### src/rtl/modexp_pkg.sv
// ----------------------------------------------------------------------------
// modexp package
// widths and shared types of the modular exponentiation block
// ----------------------------------------------------------------------------
package modexp_pkg;

   localparam int OP_W       = 32;
   localparam int CNT_W      = $clog2(OP_W);
   localparam int REQ_DATA_W = 2 * OP_W;
   localparam int RSP_DATA_W = OP_W;

   typedef logic [OP_W-1:0]  operand_type;
   typedef logic [CNT_W-1:0] count_type;

   typedef struct packed {
      logic        start;
      operand_type x;
      operand_type y;
   } mul_req_type;

   typedef struct packed {
      logic        done;
      operand_type product;
   } mul_rsp_type;

endpackage

### src/rtl/modexp_mul.sv
// ----------------------------------------------------------------------------
// modexp bit-serial modular multiplier
// interleaved multiply and reduce, one multiplier bit per cycle, msb first
// ----------------------------------------------------------------------------
module modexp_mul (
   input  logic                    clock,
   input  logic                    reset,
   input  modexp_pkg::operand_type modulus,
   input  modexp_pkg::mul_req_type mul_req,
   output modexp_pkg::mul_rsp_type mul_rsp
);
   import modexp_pkg::*;

   localparam int EXT_W = OP_W + 3;

   operand_type x_ff, x_in;
   operand_type y_ff, y_in;
   operand_type r_ff, r_in;
   count_type   cnt_ff, cnt_in;
   logic        busy_ff, busy_in;
   logic        done_ff, done_in;

   logic [EXT_W-1:0] sum;
   logic [EXT_W-1:0] less_one;
   logic [EXT_W-1:0] less_two;
   operand_type      addend;

   // r < m and y < m keep the sum below three times the modulus
   always_comb begin
      addend   = x_ff[OP_W-1] ? y_ff : '0;
      sum      = {2'b00, r_ff, 1'b0} + {3'b000, addend};
      less_one = sum - {3'b000, modulus};
      less_two = sum - {2'b00, modulus, 1'b0};
   end

   always_comb begin
      x_in    = x_ff;
      y_in    = y_ff;
      r_in    = r_ff;
      cnt_in  = cnt_ff;
      busy_in = busy_ff;
      done_in = 1'b0;
      if (busy_ff) begin
         x_in   = {x_ff[OP_W-2:0], 1'b0};
         cnt_in = cnt_ff - 1'b1;
         if (!less_two[EXT_W-1]) begin
            r_in = less_two[OP_W-1:0];
         end else if (!less_one[EXT_W-1]) begin
            r_in = less_one[OP_W-1:0];
         end else begin
            r_in = sum[OP_W-1:0];
         end
         if (cnt_ff == '0) begin
            busy_in = 1'b0;
            done_in = 1'b1;
         end
      end else if (mul_req.start) begin
         x_in    = mul_req.x;
         y_in    = mul_req.y;
         r_in    = '0;
         cnt_in  = CNT_W'(OP_W - 1);
         busy_in = 1'b1;
      end
   end

   always_ff @(posedge clock) begin
      if (reset) begin
         busy_ff <= 1'b0;
         done_ff <= 1'b0;
      end else begin
         busy_ff <= busy_in;
         done_ff <= done_in;
      end
      x_ff   <= x_in;
      y_ff   <= y_in;
      r_ff   <= r_in;
      cnt_ff <= cnt_in;
   end

   assign mul_rsp.done    = done_ff;
   assign mul_rsp.product = r_ff;

endmodule

### src/rtl/modular_exponentiation.sv
// ----------------------------------------------------------------------------
// modular exponentiation
// base to the exponent modulo a configured modulus, square and multiply
// ----------------------------------------------------------------------------
// One request at a time. The base is first reduced by one pass of the
// bit-serial modular multiplier, then each of the 32 exponent bits, from the
// lsb up, takes a squaring and, when the bit is set, a multiply into the
// accumulator, each a full pass of the multiplier. A zero modulus skips the
// multiplier and returns residue 0 with the error flag in rsp_tuser. A new
// request is taken while the previous response still waits in the output
// register.
// ----------------------------------------------------------------------------
module modular_exponentiation (
   input  logic                                  clock,
   input  logic                                  reset,
   input  logic                                  csr_wr_en,
   input  logic [modexp_pkg::OP_W-1:0]           csr_wr_data,
   input  logic                                  req_tvalid,
   output logic                                  req_tready,
   // [31:0] base_value, [63:32] exponent
   input  logic [modexp_pkg::REQ_DATA_W-1:0]     req_tdata,
   output logic                                  rsp_tvalid,
   input  logic                                  rsp_tready,
   // [31:0] residue
   output logic [modexp_pkg::RSP_DATA_W-1:0]     rsp_tdata,
   // [0] modulus_error
   output logic                                  rsp_tuser
);
   import modexp_pkg::*;

   localparam logic [2:0] ST_IDLE    = 3'd0;
   localparam logic [2:0] ST_REDUCE  = 3'd1;
   localparam logic [2:0] ST_STEP    = 3'd2;
   localparam logic [2:0] ST_MUL_ACC = 3'd3;
   localparam logic [2:0] ST_MUL_SQ  = 3'd4;
   localparam logic [2:0] ST_FINISH  = 3'd5;

   logic [2:0]  state_ff, state_in;
   operand_type modulus_ff, modulus_in;
   operand_type sq_ff, sq_in;
   operand_type acc_ff, acc_in;
   operand_type exp_ff, exp_in;
   count_type   bit_cnt_ff, bit_cnt_in;
   operand_type res_ff, res_in;
   logic        err_ff, err_in;
   logic        rsp_valid_ff, rsp_valid_in;
   operand_type rsp_data_ff, rsp_data_in;
   logic        rsp_err_ff, rsp_err_in;

   mul_req_type mul_req;
   mul_rsp_type mul_rsp;

   logic        req_take;
   logic        mod_zero;
   operand_type req_base;
   operand_type req_exp;

   assign req_base   = req_tdata[OP_W-1:0];
   assign req_exp    = req_tdata[REQ_DATA_W-1:OP_W];
   assign req_tready = (state_ff == ST_IDLE);
   assign req_take   = req_tvalid && req_tready;
   assign mod_zero   = (modulus_ff == '0);

   modexp_mul u_mul (
      .clock   (clock),
      .reset   (reset),
      .modulus (modulus_ff),
      .mul_req (mul_req),
      .mul_rsp (mul_rsp)
   );

   // operand selection for the multiplier
   always_comb begin
      mul_req.start = 1'b0;
      mul_req.x     = sq_ff;
      mul_req.y     = sq_ff;
      case (state_ff)
         ST_IDLE: begin
            // base times one reduces the base
            mul_req.start = req_take && !mod_zero;
            mul_req.x     = req_base;
            mul_req.y     = OP_W'(1);
         end
         ST_STEP: begin
            mul_req.start = 1'b1;
            mul_req.x     = exp_ff[0] ? acc_ff : sq_ff;
         end
         ST_MUL_ACC: begin
            mul_req.start = mul_rsp.done;
         end
         default: begin
            mul_req.start = 1'b0;
         end
      endcase
   end

   always_comb begin
      state_in     = state_ff;
      modulus_in   = modulus_ff;
      sq_in        = sq_ff;
      acc_in       = acc_ff;
      exp_in       = exp_ff;
      bit_cnt_in   = bit_cnt_ff;
      res_in       = res_ff;
      err_in       = err_ff;
      rsp_valid_in = rsp_valid_ff;
      rsp_data_in  = rsp_data_ff;
      rsp_err_in   = rsp_err_ff;

      if (csr_wr_en) begin
         modulus_in = csr_wr_data;
      end
      if (rsp_valid_ff && rsp_tready) begin
         rsp_valid_in = 1'b0;
      end

      case (state_ff)
         ST_IDLE: begin
            if (req_take) begin
               exp_in     = req_exp;
               bit_cnt_in = CNT_W'(OP_W - 1);
               // one mod m is zero only for a modulus of one
               acc_in     = (modulus_ff == OP_W'(1)) ? '0 : OP_W'(1);
               if (mod_zero) begin
                  res_in   = '0;
                  err_in   = 1'b1;
                  state_in = ST_FINISH;
               end else begin
                  err_in   = 1'b0;
                  state_in = ST_REDUCE;
               end
            end
         end
         ST_REDUCE: begin
            if (mul_rsp.done) begin
               sq_in    = mul_rsp.product;
               state_in = ST_STEP;
            end
         end
         ST_STEP: begin
            state_in = exp_ff[0] ? ST_MUL_ACC : ST_MUL_SQ;
         end
         ST_MUL_ACC: begin
            if (mul_rsp.done) begin
               acc_in   = mul_rsp.product;
               state_in = ST_MUL_SQ;
            end
         end
         ST_MUL_SQ: begin
            if (mul_rsp.done) begin
               sq_in  = mul_rsp.product;
               exp_in = {1'b0, exp_ff[OP_W-1:1]};
               if (bit_cnt_ff == '0) begin
                  res_in   = acc_ff;
                  state_in = ST_FINISH;
               end else begin
                  bit_cnt_in = bit_cnt_ff - 1'b1;
                  state_in   = ST_STEP;
               end
            end
         end
         ST_FINISH: begin
            // wait for the output register to free up
            if (!rsp_valid_ff || rsp_tready) begin
               rsp_valid_in = 1'b1;
               rsp_data_in  = res_ff;
               rsp_err_in   = err_ff;
               state_in     = ST_IDLE;
            end
         end
         default: begin
            state_in = ST_IDLE;
         end
      endcase
   end

   always_ff @(posedge clock) begin
      if (reset) begin
         state_ff     <= ST_IDLE;
         modulus_ff   <= OP_W'(1);
         rsp_valid_ff <= 1'b0;
      end else begin
         state_ff     <= state_in;
         modulus_ff   <= modulus_in;
         rsp_valid_ff <= rsp_valid_in;
      end
      sq_ff       <= sq_in;
      acc_ff      <= acc_in;
      exp_ff      <= exp_in;
      bit_cnt_ff  <= bit_cnt_in;
      res_ff      <= res_in;
      err_ff      <= err_in;
      rsp_data_ff <= rsp_data_in;
      rsp_err_ff  <= rsp_err_in;
   end

   assign rsp_tvalid = rsp_valid_ff;
   assign rsp_tdata  = rsp_data_ff;
   assign rsp_tuser  = rsp_err_ff;

endmodule

### config.mk
export PLATFORM = sky130hd
export DESIGN_NAME = modular_exponentiation
export DESIGN_NICKNAME = d
export VERILOG_FILES = /design/src/rtl/modexp_pkg.sv /design/src/rtl/modexp_mul.sv /design/src/rtl/modular_exponentiation.sv
export SDC_FILE = /design/constraint.sdc
export NUM_CORES = 1
export LEC_CHECK = 0
export BUFFER_PORTS_ARGS = -buffer_cell sky130_fd_sc_hd__buf_2
export CORE_ASPECT_RATIO = 2
export CORE_MARGIN = 2
export CORE_UTILIZATION = 43
export DETAILED_ROUTE_END_ITERATION = 10
export GPL_TIMING_DRIVEN = 0
export HOLD_SLACK_MARGIN = 0.15
export PLACE_DENSITY = 0.6
export REMOVE_ABC_BUFFERS = 1
export SLEW_MARGIN = 5
export SYNTH_ARGS = -nofsm -noshare
export SYNTH_HDL_FRONTEND = slang
export SYNTH_SLANG_ARGS = --single-unit
### constraint.sdc
create_clock -name clock -period 6.3 [get_ports clock]
set_input_delay 1.26 -clock clock [delete_from_list [all_inputs] [get_ports clock]]
set_output_delay 1.26 -clock clock [all_outputs]
set_load 0.005 [all_outputs]
After elaboration in Yosys (flattened, before gate mapping)
Cells that the tools add are included.
{"block": "word_totals", "ff_bits": 306, "in_bits": 101, "output_inout_bits": 35, "elab_cells": 107}
{"block": "classes", "addsub": 5, "n_eq_ne": 14, "muxes": 45, "n_bitwise": 1, "n_reduce_logical": 24}
{"operator": "two-way mux 32 bit", "count": 16}
{"operator": "case mux 32 bit (2 select lines)", "count": 4}
{"operator": "subtractor 35 x 32 -> 35 bit", "count": 1}
{"operator": "subtractor 35 x 33 -> 35 bit", "count": 1}
{"operator": "adder 33 x 32 -> 34 bit", "count": 1}
{"operator": "equality test 32 x 1 -> 1 bit (second input constant)", "count": 1}
{"operator": "zero test 32 bit", "count": 1}
{"operator": "two-way mux 5 bit", "count": 5}
{"operator": "two-way mux 3 bit", "count": 8}
{"operator": "case mux 3 bit (6 select lines)", "count": 1}
{"operator": "zero test 5 bit", "count": 2}
{"operator": "!= test 2 x 1 -> 1 bit (second input constant)", "count": 5}
{"operator": "case mux 5 bit (2 select lines)", "count": 1}
{"operator": "AND reduction 5 bit", "count": 2}
{"operator": "subtractor 5 x 1 -> 5 bit (second input constant)", "count": 2}
{"operator": "two-way mux 1 bit", "count": 9}
{"operator": "AND reduction 2 bit", "count": 4}
{"operator": "equality test 3 x 2 -> 1 bit (second input constant)", "count": 2}
{"operator": "equality test 3 bit (second input constant)", "count": 2}
{"operator": "!= test 2 bit (second input constant)", "count": 3}
{"operator": "AND reduction 3 bit", "count": 2}
{"operator": "nonzero test 2 bit", "count": 3}
{"operator": "AND reduction 4 bit", "count": 1}
{"operator": "OR reduction 2 bit", "count": 2}
{"operator": "other kinds (7)", "count": 10}

Longest topological paths before layout
{"block": "logic_depth", "depth_word": 6, "mapped_depth": 24}

Modules after synthesis
A second synthesis with hierarchy kept.
{"block": "hier_totals", "cells_unflattened": 1632, "area_unflattened_um2": 17800.8}
{"mod": "modexp_mul", "n_inst": 1, "cells_each": 1055, "area_each_um2": 9537.9, "seq_area_each_um2": 3062.9}
{"mod": "modular_exponentiation", "n_inst": 1, "cells_each": 577, "area_each_um2": 8262.9, "seq_area_each_um2": 5735.5}

Worst setup path after synthesis
OpenSTA, ideal clock, no wires.
{"block": "synth_path", "path_kind": "input-to-reg", "from": "in req_tvalid", "to": "reg res_ff[0] (enable)", "arrival_time_ns": 4.693, "required_ns": 5.908, "path_slack_ns": 1.215, "cell_stages": 3, "n_path_buf": 0, "cell_sequence": "mux2i_1 > nor3_1 > and3_1"}
{"block": "synth_via", "elab_chain_len": 3}
{"item": "from (decl)", "line": "modular_exponentiation.sv:18", "text": "input logic req_tvalid,"}
{"item": "logical AND 1 bit", "line": "modular_exponentiation.sv:61", "text": "assign req_take = req_tvalid && req_tready;"}
{"item": "!= test 2 x 1 -> 1 bit (no line)"}
{"item": "AND reduction 5 bit (no line)"}
{"item": "to (signal assigned)", "line": "modular_exponentiation.sv:191", "text": "res_ff <= res_in;"}
{"item": "to (decl)", "line": "modular_exponentiation.sv:44", "text": "operand_type res_ff, res_in;"}
No other way between the ends.
A chain may end at the register's enable or synchronous reset.

Worst setup path after layout
{"block": "layout_path", "from": "reg u_mul.x_ff[31]", "to": "reg u_mul.r_ff[22], data pin"}
{"block": "layout_via", "elab_chain_len": 6, "word_cells_on_any_way": 7, "classes_between": "3 x add/sub; 4 x mux"}
{"item": "from (decl)", "line": "modexp_mul.sv:16", "text": "operand_type x_ff, x_in;"}
{"item": "from (signal assigned)", "line": "modexp_mul.sv:74", "text": "x_ff <= x_in;"}
{"item": "two-way mux 32 bit (*)", "line": "modexp_mul.sv:30", "text": "addend = x_ff[OP_W-1] ? y_ff : '0;"}
{"item": "adder 33 x 32 -> 34 bit (*)", "line": "modexp_mul.sv:31", "text": "sum = {2'b00, r_ff, 1'b0} + {3'b000, addend};"}
{"item": "subtractor 35 x 32 -> 35 bit", "line": "modexp_mul.sv:32", "text": "less_one = sum - {3'b000, modulus};"}
{"item": "two-way mux 32 bit", "line": "modexp_mul.sv:48", "text": "end else if (!less_one[EXT_W-1]) begin"}
{"item": "two-way mux 32 bit (*)", "line": "modexp_mul.sv:46", "text": "if (!less_two[EXT_W-1]) begin"}
{"item": "two-way mux 32 bit (*)", "line": "modexp_mul.sv:43", "text": "if (busy_ff) begin"}
{"item": "to (signal assigned)", "line": "modexp_mul.sv:76", "text": "r_ff <= r_in;"}
{"item": "to (decl)", "line": "modexp_mul.sv:18", "text": "operand_type r_ff, r_in;"}
Every way passes the cells marked *; elsewhere a longest branch is shown, timed or not.

==> qor.yml <==
reg2reg_to: "u_mul.r_ff[22]$_SDFFCE_PN0P_"
crit_buf_inv: 4
crit_chain: "buf_12, buf_4, buf_4, and2_1, ha_1, o21ai_0, o21bai_1, and3_1, or2_2, a21o_1, a21oi_1, xnor2_1, ha_1, a21oi_1, nand3_1, a2111o_1, or3_1, nand2_2, o21ai_1, a211oi_4, buf_12, nand2_4, o32ai_2"
num_rows: 105
die_y_microns: 292
timing.final.crit_period_ns: 6.05
mostFrequentLayoutCell: "edfxtp_1"
clk_latency_ns: 0.58
hold_class: "register to register"
routedWlPerCell_microns: 19.6
core_sq_mm: 0.0410
syn_inst: 1725
crit_type: "register to register"
synthArstFlopShare_pct: 0
status: "finished clean"
cts_buffer_depth: 3
cp-endpoint: "u_mul.r_ff[22]$_SDFFCE_PN0P_"
htree_levels: 1
dieArea_sq_mm: 0.0434
final_nets: 2031
track_usage_pct: 21.3
leakage_nw: 8.31
path_max_fanout: 25
post_dp_cell_area_sq_mm: 0.0193
fin_area_sq_mm: 0.0203
fmax_mhz: 165
drt-total-wl_microns: 46700
die_w_microns: 148
synth_seq_cells: 306
antennaDiodeCount: 0
grt_overflow: 0
cts.sinks: 306
final_util_pct: 49.6
p_per_area_mw_per_mm2: 549
firstDrtPassIters: 7
skew_ns: 0.0231
gp_congestion: 0.914
layout-drive-gt1-share_pct: 14.3
cap_violations: 0
crit_cells: 23
syn_area_sq_mm: 0.0179
via_per_inst: 5.72
syn_avg_cell_area_sq_um: 10.4
dpl.hpwl_microns: 35000
grt_pass1_vias: 13900
port_buffers: 135
cts_root_buf: "clkbuf_16"
vdd_drop_max_v: 0.000307
required_ns: 6.70
rsz0062_at_grt: "yes"
synth_edf_count: 267
crit_slowest_cell: "a211oi_4"
dpl.cell_count: 2327
drt_iter0_markers: 1084
period_share_pct: 96.0
antenna_found_initial: 1
layout_common_cells: "edfxtp_1 (267), nand2_1 (174), buf_2 (135), nor2_1 (128), a21oi_1 (99)"
slew_viol_final: 0
cts_hold_buffers: 0
startpoint_type: "register"
grt_pass1_wl_microns: 73900
synth_cell_type_count: 78
final_antenna_net_count: 0
io_pins: 136
cts_buffers: 28
ys.flop_type: "edfxtp_1"
startpoint: "u_mul.x_ff[31]$_DFFE_PP_"
worst_pin_slew_ns: 1.20
ys_warn_count: 0
critical_path_arrival_ns: 6.45
slowest_delay_ns: 0.43
drcViolationCount: 0
yosysSeqAreaShare_pct: 49.2
relSlewSlack_pct: 19.1
syn_to_final_growth_pct: 13.6
end_kind: "register"
cts_tree: "built"
finalSetupViolCount: 0
ff2ff_setup_slack_ns: 0.25
path_delay_family: "compound AO/OA/AOI/OAI gates"
vias: 13600
worstRegToRegCells: 23
grt_max_degree: 54
path_clk_slew_ns: 0.07
hold_viol_final: 0
reg2reg_from: "u_mul.x_ff[31]$_DFFE_PP_"
finalNonFillerCells: 2387
initial_core_util_pct: 43.6
==> cell families (layout without fill, tap and decap cells) <==
kind of cell / after synthesis / in the layout / share of synthesized area [%]
and+or+nand+nor: 596 / 596 / 16.5
AOI/OAI and AO/OA: 436 / 436 / 17.2
DFF: 306 / 306 / 49.2
buffers and inverters: 161 / 288 / 3.50
adders and majority gates: 100 / 100 / 7.12
xor gates and xnor gates: 73 / 73 / 3.57
muxes: 53 / 53 / 2.98
==> per-layer routing <==
layer | share of wire (%) | vias up | track usage, %
li1 | - | 6678 | -
met1 | 39 | 6496 | 23.4
met2 | 54 | 374 | 40.8
met3 | 3.9 | 97 | 2.20
met4 | 3.8 | 0 | 8.85
met5 | 0 | - | 0
==> metrics by stage <==
step                setup TNS (ns)  worst slack (ns)  power [W]  hold WS (ns)
floorplan                  -125.12             -1.44    0.00759         0.400
global placement          -1066.51             -6.57    0.00906         0.401
detailed placement          -25.58             -1.22    0.00927         0.405
CTS                              0            0.0137     0.0111         0.418
global route              -0.00263          -0.00263     0.0120         0.424
finish                           0             0.251     0.0112         0.419
==> final cells by class <==
| class | count | area (sq um) |
|---|---|---|
| well taps | 535 | 669 |
| repair buffers | 164 | 1060 |
| multi-input cells | 1258 | 8620 |
| flip-flops and latches | 306 | 8800 |
| clock inverters | 19 | 138 |
| inverters | 72 | 273 |
| fillers | 3821 | 20700 |
| clock buffers | 33 | 759 |
==> repair_timing <==
action	CTS	global route
buffers inserted	6	2
pin swaps	1	3
setup endpoints to repair	32	32
gates resized for setup	5	13
==> where the power goes <==
part           total [W]  leakage, nW  internal (W)  switching (W)
combinational    0.00667         5.01       0.00268        0.00399
sequential       0.00280         2.86       0.00261       0.000185
clock            0.00168        0.445      0.000877       0.000806
==> worst min-delay path by stage <==
stage	startpoint	end	slack (ns)	cells after the start
after floorplan	res_ff[0]$_SDFFCE_PN0P_	rsp_tdata[0]$_DFFE_PP_	0.40	0
after global placement	res_ff[13]$_SDFFCE_PN0P_	rsp_tdata[13]$_DFFE_PP_	0.40	0
after detailed placement	res_ff[26]$_SDFFCE_PN0P_	rsp_tdata[26]$_DFFE_PP_	0.40	0
after CTS	res_ff[26]$_SDFFCE_PN0P_	rsp_tdata[26]$_DFFE_PP_	0.42	0
after global routing	res_ff[29]$_SDFFCE_PN0P_	rsp_tdata[29]$_DFFE_PP_	0.42	0
final	err_ff$_DFFE_PP_	rsp_tuser$_DFFE_PP_	0.42	0
==> cell usage after synthesis (44+ instances only) <==
library cell  instances  share of area (%)
nor2_1              133                2.8
ha_1                 97                6.8
a21o_1               45                1.9
and3_1               82                2.9
mux2i_1              51                2.9
inv_1                72                1.5
nand2_1             176                3.7
xnor2_1              45                2.2
clkbuf_1             71                1.5
a21oi_1              99                2.8
edfxtp_1            267                 45
nor2b_1              44                1.5
o21ai_0              69                1.9
==> registers in the layout, indices dropped and copies added, names as in the netlist, 32 cells and up <==
signal      count
u_mul.y_ff     32
rsp_tdata      32
u_mul.x_ff     32
modulus_ff     32
sq_ff          32
exp_ff         32
acc_ff         32
res_ff         32
u_mul.r_ff     32
==> worst reg2reg max path, delay by kind of cell, from the launching register on <==
| kind | cells | cell delay (ns) |
|---|---|---|
| AOI/OAI and AO/OA | 9 | 2.18 |
| and+or+nand+nor | 7 | 1.66 |
| adders and majority gates | 2 | 0.71 |
| buffers and inverters | 4 | 0.70 |
| DFF | 1 | 0.41 |
| xor gates and xnor gates | 1 | 0.22 |
No activity file was read; power rests on OpenSTA's default activity.
